**src/rtl/tts_pkg.sv**
```systemverilog
// Shared types and constants for the time-slice task scheduler.
// No dependencies; used by timeslice_task_scheduler_top.
package tts_pkg;

    localparam int SLOT_COUNT_DEF = 16;
    localparam int TICK_WIDTH_DEF = 16;

    // At most this many slots fire on one dispatch
    localparam int MAX_FIRES  = 16;
    localparam int FIRE_CNT_W = $clog2(MAX_FIRES + 1);

    // Field widths on the stream ports
    localparam int OPCODE_W   = 4;
    localparam int SLOT_W     = 4;
    localparam int VALUE_W    = 16;
    localparam int CNTDN_W    = 16;
    localparam int RELOAD_W   = 16;
    localparam int TOTAL_W    = 5;
    localparam int S_TDATA_W  = 24;
    localparam int M_TDATA_W  = 48;

    typedef enum logic [OPCODE_W-1:0] {
        OP_TICK     = 4'd0,
        OP_DISPATCH = 4'd1,
        OP_SETUP_P  = 4'd2,
        OP_SETUP_O  = 4'd3,
        OP_JOIN     = 4'd4,
        OP_DROP     = 4'd5,
        OP_SET_CD   = 4'd6,
        OP_SET_RL   = 4'd7,
        OP_QUERY    = 4'd8
    } tts_op_t;

    typedef enum logic [2:0] {
        ST_IDLE,
        ST_RD,
        ST_MOD,
        ST_WALK,
        ST_FLUSH
    } tts_state_t;

endpackage

```
**src/rtl/tts_ram.sv**
```systemverilog
// Generic single-write, single-read synchronous RAM with registered read.
// No dependencies.
module tts_ram #(
    parameter int WIDTH = 8,
    parameter int DEPTH = 16,
    parameter int AW    = (DEPTH > 1) ? $clog2(DEPTH) : 1
) (
    input  logic             clk,
    input  logic             we,
    input  logic [AW-1:0]    waddr,
    input  logic [WIDTH-1:0] wdata,
    input  logic             re,
    input  logic [AW-1:0]    raddr,
    output logic [WIDTH-1:0] rdata
);

    logic [WIDTH-1:0] mem [DEPTH];
    logic [WIDTH-1:0] rdata_reg;

    always_ff @(posedge clk) begin
        if (we) begin
            mem[waddr] <= wdata;
        end
        if (re) begin
            rdata_reg <= mem[raddr];
        end
    end

    assign rdata = rdata_reg;

endmodule

```
**src/rtl/timeslice_task_scheduler_top.sv**
```systemverilog
// Time-slice task scheduler, top level.
// Depends on tts_pkg and tts_ram.

// A table of SLOT_COUNT task slots kept in one RAM word per slot (countdown,
// reload, pending, one-shot, joined), with a valid bit per slot in flops so
// that an entry never written reads as zero; there is no clearing pass after
// reset. Commands come in on the s_ stream, one beat each. Single-slot
// commands (setup, join, drop, set countdown, set reload, query) pass a RAM
// read state, then a modify state that writes back with the result beat.
// Tick and dispatch walk every slot through the RAM's single read port, one
// slot per cycle unless the m_ side holds back a fired beat. A tick returns
// one beat for the addressed slot. A dispatch returns one beat per fired
// slot in ascending slot order (tuser = 1, at most 16), tlast on the final
// one; with nothing pending it returns one beat for the addressed slot. The
// result register lets the next command in while a beat is still waiting
// to be taken.
module timeslice_task_scheduler_top #(
    parameter int SLOT_COUNT = tts_pkg::SLOT_COUNT_DEF,
    parameter int TICK_WIDTH = tts_pkg::TICK_WIDTH_DEF
) (
    input  logic                          aclk,
    input  logic                          aresetn,

    input  logic                          s_tvalid,
    output logic                          s_tready,
    // [3:0] opcode, [7:4] slot, [23:8] value
    input  logic [tts_pkg::S_TDATA_W-1:0] s_tdata,

    output logic                          m_tvalid,
    input  logic                          m_tready,
    // [3:0] slot_index, [4] present, [20:5] countdown_now,
    // [36:21] reload_now, [41:37] joined_total, [47:42] zero
    output logic [tts_pkg::M_TDATA_W-1:0] m_tdata,
    // [0] fires
    output logic                          m_tuser,
    // last result of the command
    output logic                          m_tlast
);

    localparam int AW = (SLOT_COUNT > 1) ? $clog2(SLOT_COUNT) : 1;
    localparam int IW = $clog2(SLOT_COUNT + 1);   // walk index, holds SLOT_COUNT
    localparam int CW = $clog2(SLOT_COUNT + 1);   // joined count
    localparam int TW = TICK_WIDTH;
    localparam int WW = 2 * TW + 3;               // RAM word
    localparam int P_BIT = 2 * TW;
    localparam int O_BIT = 2 * TW + 1;
    localparam int J_BIT = 2 * TW + 2;

    // ---------------- registers ----------------
    tts_pkg::tts_state_t state_reg, state_next;
    tts_pkg::tts_op_t    op_reg, op_next;
    logic [tts_pkg::SLOT_W-1:0] slot_reg, slot_next;
    logic [TW-1:0]       value_reg, value_next;

    logic [CW-1:0]       count_reg, count_next;
    logic [SLOT_COUNT-1:0] valid_reg, valid_next;
    logic                rd_valid_reg, rd_valid_next;

    logic [IW-1:0]       rd_idx_reg, rd_idx_next;
    logic [AW-1:0]       proc_idx_reg, proc_idx_next;
    logic                proc_valid_reg, proc_valid_next;
    logic [tts_pkg::FIRE_CNT_W-1:0] fire_cnt_reg, fire_cnt_next;
    logic                hold_valid_reg, hold_valid_next;
    logic [tts_pkg::M_TDATA_W-1:0] hold_data_reg, hold_data_next;

    logic                m_tvalid_reg, m_tvalid_next;
    logic [tts_pkg::M_TDATA_W-1:0] m_tdata_reg, m_tdata_next;
    logic                m_tuser_reg, m_tuser_next;
    logic                m_tlast_reg, m_tlast_next;

    // ---------------- RAM ----------------
    logic          ram_we, ram_re;
    logic [AW-1:0] ram_waddr, ram_raddr;
    logic [WW-1:0] ram_wdata, ram_rdata;

    tts_ram #(
        .WIDTH (WW),
        .DEPTH (SLOT_COUNT),
        .AW    (AW)
    ) u_slot_ram (
        .clk   (aclk),
        .we    (ram_we),
        .waddr (ram_waddr),
        .wdata (ram_wdata),
        .re    (ram_re),
        .raddr (ram_raddr),
        .rdata (ram_rdata)
    );

    // ---------------- shared comb signals ----------------
    logic          in_accept;
    logic          out_free;
    logic          slot_ok;
    logic [AW-1:0] slot_addr;
    logic          walk_issue;
    logic          walk_stall;
    logic          walk_done;
    logic          fire;

    logic [WW-1:0] ent;
    logic [TW-1:0] e_cd, e_rl, cd_dec;
    logic          e_p, e_o, e_j;
    logic [TW-1:0] n_cd, n_rl;
    logic          n_p, n_o, n_j;

    function automatic logic [tts_pkg::M_TDATA_W-1:0] pack_result(
        input logic [tts_pkg::SLOT_W-1:0]   idx,
        input logic                         present,
        input logic [tts_pkg::CNTDN_W-1:0]  cd,
        input logic [tts_pkg::RELOAD_W-1:0] rl,
        input logic [tts_pkg::TOTAL_W-1:0]  total
    );
        pack_result = {6'd0, total, rl, cd, present, idx};
    endfunction

    assign in_accept = s_tvalid && s_tready;
    assign out_free  = !m_tvalid_reg || m_tready;
    assign slot_ok   = 32'(slot_reg) < SLOT_COUNT;
    assign slot_addr = AW'(slot_reg);

    // Entry being processed; never-written slots read as zero
    assign ent    = rd_valid_reg ? ram_rdata : '0;
    assign e_cd   = ent[TW-1:0];
    assign e_rl   = ent[2*TW-1:TW];
    assign e_p    = ent[P_BIT];
    assign e_o    = ent[O_BIT];
    assign e_j    = ent[J_BIT];
    assign cd_dec = e_cd - TW'(1);

    assign fire = (op_reg == tts_pkg::OP_DISPATCH) && e_j && e_p
                  && (fire_cnt_reg < tts_pkg::FIRE_CNT_W'(tts_pkg::MAX_FIRES));

    // A new fire must push the held beat out first
    assign walk_stall = proc_valid_reg && fire && hold_valid_reg && !out_free;
    assign walk_issue = rd_idx_reg < IW'(SLOT_COUNT);
    assign walk_done  = !proc_valid_reg && !walk_issue;

    // ---------------- next state ----------------
    always_comb begin
        state_next = state_reg;
        case (state_reg)
            tts_pkg::ST_IDLE: begin
                if (in_accept) begin
                    if (tts_pkg::tts_op_t'(s_tdata[3:0]) == tts_pkg::OP_TICK ||
                        tts_pkg::tts_op_t'(s_tdata[3:0]) == tts_pkg::OP_DISPATCH) begin
                        state_next = tts_pkg::ST_WALK;
                    end else begin
                        state_next = tts_pkg::ST_RD;
                    end
                end
            end
            tts_pkg::ST_RD: begin
                state_next = tts_pkg::ST_MOD;
            end
            tts_pkg::ST_MOD: begin
                if (out_free) begin
                    state_next = tts_pkg::ST_IDLE;
                end
            end
            tts_pkg::ST_WALK: begin
                if (!walk_stall && walk_done) begin
                    // no fires: fall back to a report on the addressed slot
                    state_next = hold_valid_reg ? tts_pkg::ST_FLUSH : tts_pkg::ST_RD;
                end
            end
            tts_pkg::ST_FLUSH: begin
                if (out_free) begin
                    state_next = tts_pkg::ST_IDLE;
                end
            end
            default: begin
                state_next = tts_pkg::ST_IDLE;
            end
        endcase
    end

    // ---------------- datapath and outputs ----------------
    always_comb begin
        op_next         = op_reg;
        slot_next       = slot_reg;
        value_next      = value_reg;
        count_next      = count_reg;
        valid_next      = valid_reg;
        rd_valid_next   = rd_valid_reg;
        rd_idx_next     = rd_idx_reg;
        proc_idx_next   = proc_idx_reg;
        proc_valid_next = proc_valid_reg;
        fire_cnt_next   = fire_cnt_reg;
        hold_valid_next = hold_valid_reg;
        hold_data_next  = hold_data_reg;

        m_tvalid_next = m_tvalid_reg && !m_tready;
        m_tdata_next  = m_tdata_reg;
        m_tuser_next  = m_tuser_reg;
        m_tlast_next  = m_tlast_reg;

        s_tready  = 1'b0;
        ram_we    = 1'b0;
        ram_waddr = slot_addr;
        ram_re    = 1'b0;
        ram_raddr = slot_addr;

        n_cd = e_cd;
        n_rl = e_rl;
        n_p  = e_p;
        n_o  = e_o;
        n_j  = e_j;

        case (state_reg)
            tts_pkg::ST_IDLE: begin
                s_tready = 1'b1;
                // tready is high throughout idle, so tvalid alone accepts
                if (s_tvalid) begin
                    op_next         = tts_pkg::tts_op_t'(s_tdata[3:0]);
                    slot_next       = s_tdata[7:4];
                    value_next      = TW'(s_tdata[23:8]);
                    rd_idx_next     = '0;
                    proc_valid_next = 1'b0;
                    fire_cnt_next   = '0;
                    hold_valid_next = 1'b0;
                end
            end

            tts_pkg::ST_RD: begin
                ram_re    = 1'b1;
                ram_raddr = slot_addr;
            end

            tts_pkg::ST_MOD: begin
                if (slot_ok) begin
                    case (op_reg)
                        tts_pkg::OP_SETUP_P, tts_pkg::OP_SETUP_O: begin
                            if (e_j) begin
                                n_j        = 1'b0;
                                count_next = count_reg - CW'(1);
                            end
                            n_cd = value_reg;
                            n_rl = value_reg;
                            n_p  = 1'b0;
                            n_o  = (op_reg == tts_pkg::OP_SETUP_O);
                        end
                        tts_pkg::OP_JOIN: begin
                            if (!e_j) begin
                                n_j        = 1'b1;
                                count_next = count_reg + CW'(1);
                            end
                        end
                        tts_pkg::OP_DROP: begin
                            if (e_j) begin
                                n_j        = 1'b0;
                                count_next = count_reg - CW'(1);
                            end
                        end
                        tts_pkg::OP_SET_CD: n_cd = value_reg;
                        tts_pkg::OP_SET_RL: n_rl = value_reg;
                        default: ;
                    endcase
                end
                if (out_free) begin
                    ram_we    = slot_ok;
                    ram_waddr = slot_addr;
                    if (slot_ok) begin
                        valid_next[slot_addr] = 1'b1;
                    end else begin
                        count_next = count_reg;
                    end
                    m_tvalid_next = 1'b1;
                    m_tuser_next  = 1'b0;
                    m_tlast_next  = 1'b1;
                    m_tdata_next  = pack_result(slot_reg, slot_ok && n_j,
                                                slot_ok ? 16'(n_cd) : '0,
                                                slot_ok ? 16'(n_rl) : '0,
                                                5'(count_next));
                end else begin
                    count_next = count_reg;
                end
            end

            tts_pkg::ST_WALK: begin
                if (op_reg == tts_pkg::OP_TICK) begin
                    if (e_j && e_cd != '0) begin
                        if (cd_dec == '0) begin
                            n_cd = e_rl;
                            n_p  = 1'b1;
                        end else begin
                            n_cd = cd_dec;
                        end
                    end
                end else if (fire) begin
                    n_p = 1'b0;
                    if (e_o) begin
                        n_j = 1'b0;
                    end
                end
                if (!walk_stall) begin
                    if (proc_valid_reg) begin
                        ram_we    = 1'b1;
                        ram_waddr = proc_idx_reg;
                        valid_next[proc_idx_reg] = 1'b1;
                        if (fire) begin
                            if (e_o) begin
                                count_next = count_reg - CW'(1);
                            end
                            fire_cnt_next = fire_cnt_reg + tts_pkg::FIRE_CNT_W'(1);
                            if (hold_valid_reg) begin
                                m_tvalid_next = 1'b1;
                                m_tuser_next  = 1'b1;
                                m_tlast_next  = 1'b0;
                                m_tdata_next  = hold_data_reg;
                            end
                            hold_valid_next = 1'b1;
                            hold_data_next  = pack_result(4'(proc_idx_reg), n_j,
                                                          16'(n_cd), 16'(n_rl),
                                                          5'(count_next));
                        end
                    end
                    ram_re          = walk_issue;
                    ram_raddr       = AW'(rd_idx_reg);
                    proc_valid_next = walk_issue;
                    proc_idx_next   = AW'(rd_idx_reg);
                    if (walk_issue) begin
                        rd_idx_next = rd_idx_reg + IW'(1);
                    end
                end
            end

            tts_pkg::ST_FLUSH: begin
                if (out_free) begin
                    m_tvalid_next   = 1'b1;
                    m_tuser_next    = 1'b1;
                    m_tlast_next    = 1'b1;
                    m_tdata_next    = hold_data_reg;
                    hold_valid_next = 1'b0;
                end
            end

            default: ;
        endcase

        // valid flag travels with the registered RAM read
        if (ram_re) begin
            rd_valid_next = (32'(ram_raddr) < SLOT_COUNT) ? valid_reg[ram_raddr] : 1'b0;
        end

        ram_wdata = {n_j, n_o, n_p, n_rl, n_cd};
    end

    // ---------------- registers ----------------
    always_ff @(posedge aclk) begin
        if (!aresetn) begin
            state_reg      <= tts_pkg::ST_IDLE;
            count_reg      <= '0;
            valid_reg      <= '0;
            proc_valid_reg <= 1'b0;
            hold_valid_reg <= 1'b0;
            m_tvalid_reg   <= 1'b0;
        end else begin
            state_reg      <= state_next;
            count_reg      <= count_next;
            valid_reg      <= valid_next;
            proc_valid_reg <= proc_valid_next;
            hold_valid_reg <= hold_valid_next;
            m_tvalid_reg   <= m_tvalid_next;
        end
    end

    always_ff @(posedge aclk) begin
        op_reg        <= op_next;
        slot_reg      <= slot_next;
        value_reg     <= value_next;
        rd_valid_reg  <= rd_valid_next;
        rd_idx_reg    <= rd_idx_next;
        proc_idx_reg  <= proc_idx_next;
        fire_cnt_reg  <= fire_cnt_next;
        hold_data_reg <= hold_data_next;
        m_tdata_reg   <= m_tdata_next;
        m_tuser_reg   <= m_tuser_next;
        m_tlast_reg   <= m_tlast_next;
    end

    assign m_tvalid = m_tvalid_reg;
    assign m_tdata  = m_tdata_reg;
    assign m_tuser  = m_tuser_reg;
    assign m_tlast  = m_tlast_reg;

endmodule

```
**config.mk**
```make
export PLATFORM = sky130hd
export DESIGN_NAME = timeslice_task_scheduler_top
export DESIGN_NICKNAME = d
export VERILOG_FILES = /design/src/rtl/tts_pkg.sv /design/src/rtl/tts_ram.sv /design/src/rtl/timeslice_task_scheduler_top.sv
export SDC_FILE = /design/constraint.sdc
export NUM_CORES = 1
export LEC_CHECK = 0
export BUFFER_PORTS_ARGS = -buffer_cell sky130_fd_sc_hd__buf_2
export CAP_MARGIN = 10
export CORE_UTILIZATION = 45
export CTS_BUF_LIST = sky130_fd_sc_hd__clkbuf_4
export CTS_CLUSTER_DIAMETER = 40
export DETAILED_ROUTE_END_ITERATION = 12
export GPL_TIMING_DRIVEN = 0
export PLACE_DENSITY_LB_ADDON = 0.15
export REMOVE_ABC_BUFFERS = 1
export SETUP_SLACK_MARGIN = 0.05
export SYNTH_ARGS = -nofsm -noshare
export SYNTH_HDL_FRONTEND = slang
export SYNTH_SLANG_ARGS = --single-unit
```
**constraint.sdc**
```tcl
create_clock -name aclk -period 5.4 [get_ports aclk]
set_input_delay 1.62 -clock aclk [delete_from_list [all_inputs] [get_ports aclk]]
set_output_delay 1.62 -clock aclk [all_outputs]
set_load 0.005 [all_outputs]
```
==> flow_results.org <==
** Yosys
- Counting flops with a built-in enable in the synthesized netlist gives 720.
- After synthesis the netlist holds a flip-flop and latch count of 747.
- In the synthesized netlist the async set-or-reset flop fraction comes to 0%.
- Gate count of the mapped netlist :: 2355
- Sequential area share after synthesis :: 72.42%
- A synthesized cell averages 12.99 um^2.
- The cell area that synthesis handed to floorplanning was 30600 um^2.
- Among all flip-flop cells after synthesis, the most frequent one is sky130_fd_sc_hd__edfxtp_1.
- After synthesis, the netlist uses 69 different library cells.
- For this run, the number of Yosys warnings is 0.

** Job
- MaxCap Viol Count :: 0

** STA
- Setup violations remaining at the end of the flow were counted as 0.
- The number of endpoints with negative hold slack in the final report came to 0.
- Tcrit/Tclk final :: 92.51%
- The number of pins exceeding their max-slew limit in the final report was 0.
- At the pin with the least slew margin, the transition time is 1.257 ns.
- Clock skew on the completed layout was measured at 0.09390 ns.
- Derived from the worst setup path, the maximum achievable clock frequency is 0.2002 GHz.
- Headroom to the max-slew limit came out at 15.43%.
- Final worst path period need :: 4.995 ns
- Hold timing on the final database bottoms out at a slack of 0.4708 ns.
- Setup repair after global routing missed its margin :: false

** Run status
- The run finished with clean final reports.

** Route
- Dividing the detail-routed wire length by the instance count gives 25.83 um.
- Summed over all layers, the routed wires come to 92250 um.
- Count of vias placed by the detailed router :: 21799
- In the routed layout, each cell is associated on average with a via count of 6.103.
- Pre-Repair DR Iteration Count :: 10
- Starting DRC count in detailed routing :: 2228
- The detail route stage leaves a number of antenna-violating nets equal to 0.
- For this run, design rule violations remaining after detail routing come to 0.

** Power and ir drop
- The worst-case IR drop observed on VDD is 0.0001548 V.
- In this run the static leakage power is 12.32 nW.
- Areal power density over the cells :: 356.1 nW/um^2

** Global route
- Total overflow reported by the global router :: 0
- Across every metal layer, demand over resource in global routing totals 26.53%.
- The initial antenna violation count came to 2.
- Largest net degree at the start of global routing :: 136
- First-pass GRT wire length :: 134900 um
- Number of global-route vias before repair :: 21184

** CTS
- The H-tree was split into 4 levels.
- The clock net in this run drives a total of 747 sinks.
- Number of buffers created by CTS :: 193
- CTS tree :: done
- Buffers added to address setup during post-CTS repair amount to 0.
- Root Buffer :: sky130_fd_sc_hd__clkbuf_4
- For the worst-skew pair, the clock arrives at the later sink with an insertion delay of 1.08 ns.
- Hold buffer count at CTS :: 0
- Clock-pin slew on the worst setup and hold paths :: 0.06 ns
- In this run the deepest clock path goes through 3 buffers.

** Cells and area
- Max reg flops :: 560
- The finished cells cover 35970 um^2.
- Leaving out fill and tap cells, the most frequent cells in the layout are sky130_fd_sc_hd__edfxtp_1, sky130_fd_sc_hd__nand2_1, sky130_fd_sc_hd__a21oi_1.
- Nets@finish :: 2593
- Share of cells above drive strength 1 :: 19.76%
- After filler insertion, the fill cell instance count of the layout stands at 5676.
- The area growth from synthesis to layout is 17.55%.
- The library cell used most frequently in the layout, excluding fill and tap cells, is sky130_fd_sc_hd__edfxtp_1.

** Floorplanning
- Number of rows created at floorplan :: 95
- Die Footprint :: 69050 um^2
- IO Count :: 80
- Initial Utilization :: 45.49%
- Floorplan Core Area :: 67280 um^2
- Die outline width :: 262.8 um
- The die is 262.8 um tall.

** Placed design
- Number of buffers inserted by port buffering :: 73
- Final weighted congestion of routability-driven global placement :: 0.8775
- Post-detailed-placement half-perimeter wirelength :: 55210 um
- In this run the cell area measured after placement is 33470 um^2.

** Worst hold path
- Type of the tightest min-delay check :: flip-flop to flip-flop

** Setup path
- Critical path capture point type :: flip-flop
- The setup path with the least slack is of type flip-flop to flip-flop.
- The worst setup path is launched from a flip-flop.
- Data on the critical path is required at its endpoint by 6.28 ns.
- Largest fanout on the critical path :: 23
- At the worst endpoint, the arrival time is 5.87 ns.
-- stage by stage --
stage	setup TNS, ns	instances	total power (W)	setup slack, ns	util, %
finish	0	3572	0.01281	0.4047	53.47
global route	0	3572	0.01330	0.09979	53.47
CTS	0	3559	0.01289	0.07997	53.33
detailed placement	-11.90	3230	0.008111	-0.5699	49.75
global placement	-3760.26	3135	0.008118	-18.82	46.67
floorplan	-317.51	2189	0.007549	-8.782	-
-- critical path, cell delays in order, from the launching register on --
cell	delay (ns)
sky130_fd_sc_hd__edfxtp_1	0.43
sky130_fd_sc_hd__buf_16	0.20
sky130_fd_sc_hd__buf_16	0.17
sky130_fd_sc_hd__nand2_1	0.18
sky130_fd_sc_hd__ha_1	0.51
sky130_fd_sc_hd__nand2b_1	0.17
sky130_fd_sc_hd__or4_1	0.52
sky130_fd_sc_hd__a221o_1	0.41
sky130_fd_sc_hd__or4_4	0.58
sky130_fd_sc_hd__nor3_2	0.38
sky130_fd_sc_hd__mux2_2	0.41
sky130_fd_sc_hd__a222oi_1	0.33
sky130_fd_sc_hd__buf_2	0.28
sky130_fd_sc_hd__buf_2	0.22
-- kinds of logic after synthesis --
group,share of synthesized area [%]
xor gates and xnor gates,0.5724
muxes,0.4579
adders and majority gates,0.2862
and+or+nand+nor,9.628
buffers and inverters,2.600
AOI/OAI and AO/OA,14.03
other,0.01225
DFF,72.42
-- final cells by class --
class | instances | area [um^2] | area share (%)
multi-input cells | 1412 | 8025 | 22.31
flip-flops and latches | 747 | 22160 | 61.61
repair buffers | 174 | 2162 | 6.010
well taps | 873 | 1092 | 3.036
clock inverters | 49 | 300.3 | 0.8347
clock buffers | 280 | 2102 | 5.843
inverters | 30 | 112.6 | 0.3130
diodes | 7 | 17.52 | 0.04869
-- path summary, 6_finish.rpt --
path | from | end | slack, ns | cells past startpoint
hold reg to reg | valid_reg[0] | valid_reg[0] | 0.47 | 1
setup / recovery | rd_valid_reg | u_slot_ram.mem[12][1] | 0.40 | 13
hold / removal | valid_reg[0] | valid_reg[0] | 0.47 | 1
setup reg to reg | rd_valid_reg | u_slot_ram.mem[12][1] | 0.40 | 13
-- report_power, final --
part / switching (W) / leakage [nW] / internal (W)
Combinational: 0.000885 / 4.06 / 0.000427
Sequential: 0.000111 / 6.83 / 0.00659
Clock: 0.00229 / 1.43 / 0.00251
Total: 0.00329 / 12.3 / 0.00953
-- per-layer routing --
metal	vias to the layer above	track usage (%)	share of wire [%]
met2	1144	41.24	47
met3	190	5.275	8.6
met4	0	11.49	3.2
met1	10926	36.34	41
met5	-	0	0
li1	9539	-	-
-- synth_stat cells (3+ instances only) --
library cell / number / area share [%]
sky130_fd_sc_hd__mux2i_1: 5 / 0.16
sky130_fd_sc_hd__or4_1: 40 / 0.98
sky130_fd_sc_hd__nand3_1: 23 / 0.38
sky130_fd_sc_hd__o221ai_1: 5 / 0.14
sky130_fd_sc_hd__inv_1: 28 / 0.34
sky130_fd_sc_hd__o21a_1: 18 / 0.44
sky130_fd_sc_hd__nand4b_1: 3 / 0.086
sky130_fd_sc_hd__a31oi_1: 8 / 0.16
sky130_fd_sc_hd__and3_1: 12 / 0.25
sky130_fd_sc_hd__nor3b_1: 7 / 0.17
sky130_fd_sc_hd__a221oi_1: 144 / 4.1
sky130_fd_sc_hd__mux2_2: 8 / 0.29
sky130_fd_sc_hd__o211ai_1: 8 / 0.20
sky130_fd_sc_hd__xnor2_1: 13 / 0.37
sky130_fd_sc_hd__o21ai_0: 81 / 1.3
sky130_fd_sc_hd__buf_4: 6 / 0.15
sky130_fd_sc_hd__and2_1: 8 / 0.16
sky130_fd_sc_hd__o22ai_1: 6 / 0.12
sky130_fd_sc_hd__buf_1: 12 / 0.15
sky130_fd_sc_hd__or3_1: 5 / 0.10
sky130_fd_sc_hd__and3b_1: 3 / 0.086
sky130_fd_sc_hd__nor2_1: 100 / 1.2
sky130_fd_sc_hd__nor4_1: 7 / 0.14
sky130_fd_sc_hd__dfxtp_1: 27 / 1.8
sky130_fd_sc_hd__nor3_1: 21 / 0.34
sky130_fd_sc_hd__clkbuf_1: 148 / 1.8
sky130_fd_sc_hd__a211o_1: 3 / 0.086
sky130_fd_sc_hd__a211oi_1: 4 / 0.098
sky130_fd_sc_hd__a21o_1: 3 / 0.074
sky130_fd_sc_hd__nor2b_1: 8 / 0.16
sky130_fd_sc_hd__nand2b_1: 9 / 0.18
sky130_fd_sc_hd__nand2_1: 405 / 5.0
sky130_fd_sc_hd__xor2_1: 7 / 0.20
sky130_fd_sc_hd__a21oi_1: 385 / 6.3
sky130_fd_sc_hd__o22a_1: 3 / 0.086
sky130_fd_sc_hd__nand4_1: 5 / 0.10
sky130_fd_sc_hd__edfxtp_1: 720 / 71
sky130_fd_sc_hd__o31ai_1: 7 / 0.17
sky130_fd_sc_hd__ha_1: 7 / 0.29
sky130_fd_sc_hd__a22oi_1: 3 / 0.074
sky130_fd_sc_hd__buf_2: 3 / 0.049
-- what timing repair did --
item / 4_1_cts / 5_1_grt
endpoints found under the setup margin: 16 / 127
endpoints found under the hold margin: 0 / 0
resized for setup: 1 / 9
Note: power is estimated with default switching activity, not from simulation.
